==> src/assert_macros.svh <==
// Assertion macros shared by the refresher RTL.
`ifndef ASSERT_MACROS_SVH
`define ASSERT_MACROS_SVH
`ifndef SYNTHESIS
// Condition must hold on every clock edge outside reset.
`define DBR_ASSERT_ALWAYS(lbl, cond) \
  lbl: assert property (@(posedge clk) disable iff (!rst_n) (cond)) \
    else $error("assertion failed");
// Antecedent on one edge requires the consequent on the next edge.
`define DBR_ASSERT_NEXT(lbl, ante, cons) \
  lbl: assert property (@(posedge clk) disable iff (!rst_n) (ante) |=> (cons)) \
    else $error("assertion failed");
`else
`define DBR_ASSERT_ALWAYS(lbl, cond)
`define DBR_ASSERT_NEXT(lbl, ante, cons)
`endif
`endif

==> src/dbr_pkg.sv <==
// Types, constants and state encoding for the dirty-byte refresher.
package dbr_pkg;

  // Panel geometry
  localparam int PAGE_COUNT   = 8;
  localparam int COLUMN_COUNT = 128;
  localparam int FRAME_BYTES  = PAGE_COUNT * COLUMN_COUNT;
  localparam int ADDR_W       = $clog2(FRAME_BYTES);
  localparam int PAGE_W       = (PAGE_COUNT > 1) ? $clog2(PAGE_COUNT) : 1;
  localparam int COL_W        = $clog2(COLUMN_COUNT);

  // Operation codes
  localparam logic [1:0] OP_WRITE   = 2'd0;
  localparam logic [1:0] OP_REQUEST = 2'd1;
  localparam logic [1:0] OP_TICK    = 2'd2;

  // Panel command bytes
  localparam logic [7:0] CMD_PAGE_BASE = 8'hB0;
  localparam logic [7:0] CMD_COL_HIGH  = 8'h10;
  localparam logic [7:0] NIBBLE_MASK   = 8'h0F;

  typedef struct packed {
    logic [1:0] operation;
    logic [2:0] page;
    logic [6:0] column;
    logic [7:0] pixel_byte;
  } in_item_t;

  typedef struct packed {
    logic [7:0] link_byte;
    logic       is_data;
    logic       last;
  } out_item_t;

  // Position of a byte within one four-byte update
  typedef enum logic [1:0] {
    SLOT_PAGE   = 2'd0,
    SLOT_COL_HI = 2'd1,
    SLOT_COL_LO = 2'd2,
    SLOT_DATA   = 2'd3
  } byte_slot_t;

  typedef enum logic [1:0] {
    ST_CLEAR,
    ST_IDLE,
    ST_LOOK,
    ST_SEND
  } state_t;

  // Controller to datapath
  typedef struct packed {
    logic clear;      // clearing pass, one entry per cycle
    logic accept;     // input transaction taken this cycle
    logic look;       // compare registered work/shadow bytes
    logic next_byte;  // output transaction taken this cycle
  } ctl_cmd_t;

  // Datapath to controller
  typedef struct packed {
    logic clear_last;
    logic tick_go;
    logic differ;
    logic byte_last;
  } ctl_stat_t;

endpackage

==> src/dbr_ctrl.sv <==
// Controller state machine for the dirty-byte refresher.
module dbr_ctrl import dbr_pkg::*; (
  input  logic      clk,
  input  logic      rst_n,
  input  logic      in_valid,
  output logic      in_stall,
  output logic      out_valid,
  input  logic      out_stall,
  input  ctl_stat_t stat,
  output ctl_cmd_t  cmd
);

  state_t state_r, state_nxt;

  // State register
  always_ff @(posedge clk) begin
    if (!rst_n) begin
      state_r <= ST_CLEAR;
    end else begin
      state_r <= state_nxt;
    end
  end

  // Next state and commands
  always_comb begin
    state_nxt = state_r;
    cmd       = '0;
    in_stall  = 1'b1;
    out_valid = 1'b0;
    unique case (state_r)
      ST_CLEAR: begin
        cmd.clear = 1'b1;
        if (stat.clear_last) begin
          state_nxt = ST_IDLE;
        end
      end
      ST_IDLE: begin
        in_stall   = 1'b0;
        cmd.accept = in_valid;
        if (in_valid && stat.tick_go) begin
          state_nxt = ST_LOOK;
        end
      end
      ST_LOOK: begin
        cmd.look  = 1'b1;
        state_nxt = stat.differ ? ST_SEND : ST_IDLE;
      end
      ST_SEND: begin
        out_valid     = 1'b1;
        cmd.next_byte = !out_stall;
        if (!out_stall && stat.byte_last) begin
          state_nxt = ST_IDLE;
        end
      end
      default: begin
        state_nxt = ST_IDLE;
      end
    endcase
  end

endmodule

==> config.mk <==
export PLATFORM = sky130hd
export DESIGN_NAME = dbr_ctrl
export DESIGN_NICKNAME = d
export VERILOG_FILES = /design/src/assert_macros.svh /design/src/dbr_pkg.sv /design/src/dbr_ctrl.sv
export SDC_FILE = /design/constraint.sdc
export NUM_CORES = 1
export LEC_CHECK = 0
export BUFFER_PORTS_ARGS = -buffer_cell sky130_fd_sc_hd__buf_2
export CORE_AREA = 2 2 39 41
export CTS_CLUSTER_DIAMETER = 100
export DETAILED_ROUTE_END_ITERATION = 8
export DIE_AREA = 0 0 41 43
export HOLD_SLACK_MARGIN = 0.08
export PLACE_DENSITY = 0.43
export SLEW_MARGIN = 5
export SYNTH_ARGS = -nofsm -noshare
export SYNTH_HDL_FRONTEND = slang
export SYNTH_SLANG_ARGS = --single-unit
==> constraint.sdc <==
create_clock -name clk -period 1.4 [get_ports clk]
set_input_delay 0.28 -clock clk [delete_from_list [all_inputs] [get_ports clk]]
set_output_delay 0.28 -clock clk [all_outputs]
set_load 0.05 [all_outputs]
==> run_results.csv <==
group,metric,value,unit
pwr,powerDensity,1940,nW/um^2
finish,drive_gt1_share,65.0,%
route,routed_via_density,3.77,
sta,maxSlewHeadroom,82.2,%
route,antenna_left,0,
critical_path,crit_path_end_kind,"output port",
yosys,avgSynthCellArea,8.54,um^2
die,core_area,1380,um^2
hold_path,hp-class,"input pin to register",
sta,maxSlewViolCount,0,
clocking,cts_root_buf,"clkbuf_4",
grt,grt.overflow.total,0,
yosys,ys_seq_elements,2,
die,fp.dieW,41,um
yosys,async_flop_share,0,%
hold_path,min_path_cells,3,
finish,largest_reg_flops,2,
finish,nets,55,
route,drc,0,
die,dieArea,1760,um^2
yosys,synth_fa_ha_area_share,31.8,%
finish,final_cells,56,
finish,regMostFlops,"state_r",
route,num_vias,211,
pwr,ir_drop,0.000670,V
yosys,yosysSeqAreaShare,20.4,%
sta,min_period,1380,ps
clocking,cts_tree,"yes",
clocking,post_cts_buffers,0,
die,ioPinCount,14,
yosys,synth.distinct_cells,11,
route,first_pass_iters,4,
finish,diodes,0,
sta,hold_viol,0,
route,first_iter_violations,2,
yosys,syn_area,196,um^2
sta,fin_skew,2.89,ps
yosys,synth_top_family_by_area,"adder cells",
yosys,synth_top_area_share,31.8,%
placed_design,port-buffer-count,13,
sta,holdWs,343,ps
die,rows,14,
yosys,ys_warn_count,0,
route,routed_wl,516,um
placed_design,dpl.hpwl,386,um
finish,fin_area,384,um^2
pwr,p_leak,0.000191,uW
yosys,synth_top_flop_cell,"dfxtp_1",
critical_path,critPathKind,"register to output port",
grt,grt_pass1_vias,193,
yosys,syn-instance-count,23,
placed_design,place_congestion,0.605,
clocking,cts.sinks,2,
clocking,cts_buffers,3,
status,outcome,"completed",
finish,reg_top3,"state_r: 2 flops",
critical_path,crit_required,1120,ps
finish,fillers,157,
grt,grtUsageTotal,6.80,%
yosys,synthSimpleGateAreaFrac,21.0,%
sta,finalCritPeriodShare,98.6,%
critical_path,start_kind,"register",
yosys,synthMuxAreaShare,10.2,%
sta,rsz0062_at_grt,"yes",
clocking,clk_pin_slew_worst_paths,30,ps
die,die_h,43,um
clocking,htreeDepth,1,
yosys,yosys-top-cells-area,"ha_1, dfxtp_1, mux2i_1",
sta,finalSetupViolCount,0,
yosys,synth-xor-area-share,0,%
grt,grt_pass1_wl,710,um
yosys,synth_top_area_cell,"ha_1",
yosys,synth_fp_nets,36,
pwr,p_total,746,uW
yosys,synth_edf_count,0,
die,initial_core_util,14.2,%
flow_run,maxCapViolations,0,
yosys,yosysMostFrequentCell,"ha_1",
critical_path,crit_fanout,5,
sta,fmax,0.724,GHz
route,wl_per_cell,9.21,um
clocking,ctsLongestPathBuffers,2,
placed_design,place_inst,53,
placed_design,postPlaceCellArea,307,um^2
critical_path,crit_arrival,1100,ps
grt,antenna_found_initial,0,
grt,grt_max_degree,6,
clocking,clk_latency,220,ps
yosys,synth_common_cells,"ha_1, inv_1, nand2_1",
yosys,synth_compound_gate_area_share,8.92,%
sta,tightest_slew,266,ps
finish,area_growth,95.5,%
critical_path,worstRegToRegCells,5,
critical_path,rrSetupSlack,50,ps
==> worst max-delay path, cell delays in order, from the launching register on <==
cell     delay, ps
dfxtp_4        370
ha_4           170
and2b_2        190
buf_6          150
==> cells in the final DEF, fill, tap and decap left out, drive strengths merged <==
cell / netlist / routed
a222oi: 1 / 1
clkbuf: 0 / 3
buf: 0 / 14
a21o: 1 / 1
and2b: 1 / 1
dfxtp: 2 / 2
inv: 4 / 4
and2: 1 / 1
ha: 5 / 5
nand2: 4 / 4
nand3: 1 / 1
mux2i: 2 / 2
nand2b: 1 / 1
==> final cells by class <==
class | instances | area [um^2] | share of cell area (%)
repair buffers | 14 | 90.1 | 23.5
multi-input cells | 17 | 181 | 47.2
inverters | 4 | 22.5 | 5.86
flip-flops and latches | 2 | 47.5 | 12.4
clock buffers | 3 | 22.5 | 5.86
well taps | 16 | 20.0 | 5.21
==> layer usage <==
layer | up-vias | GRT usage (%) | routed length [um]
met3 | 0 | 1.57 | 53
met2 | 12 | 9.06 | 246
met4 | 0 | 10.0 | 0
li1 | 109 | - | -
met5 | - | 0 | 0
met1 | 90 | 6.67 | 216
==> path summary, 6_finish.rpt <==
check,from,to
setup / recovery,state_r[0],cmd[0]
hold / removal,rst_n,state_r[0]
setup reg to reg,state_r[0],state_r[1]
hold reg to reg,state_r[1],state_r[1]
==> per-stage QoR <==
step	setup TNS, ps	worst slack (ps)	utilization [%]
2_1_floorplan	0	13.4	-
3_3_place_gp	0	42.2	22.2
3_5_place_dp	0	37.8	22.2
4_1_cts	-20.1	-20.1	26.3
5_1_grt	-38.6	-25.3	27.8
6_report	0	19.3	27.8
==> cells by family after synthesis <==
kind of cell | after synthesis
DFF | 2
buffers and inverters | 4
AOI/OAI and AO/OA | 2
muxes | 2
and+or+nand+nor | 8
adders and majority gates | 5
==> power by group <==
group          total, uW  switching [uW]  internal [uW]
clock network        127            32.6           94.5
registers            143            54.7           88.5
logic                476             283            192
total                746             371            376
==> what timing repair did <==
action / 4_1_cts / 5_1_grt
endpoints found under the setup margin: 3 / 3
hold buffers: 0 / 0
pin swaps: 0 / 1
resized for setup: 10 / 6
(Power assumes the default switching activity.)
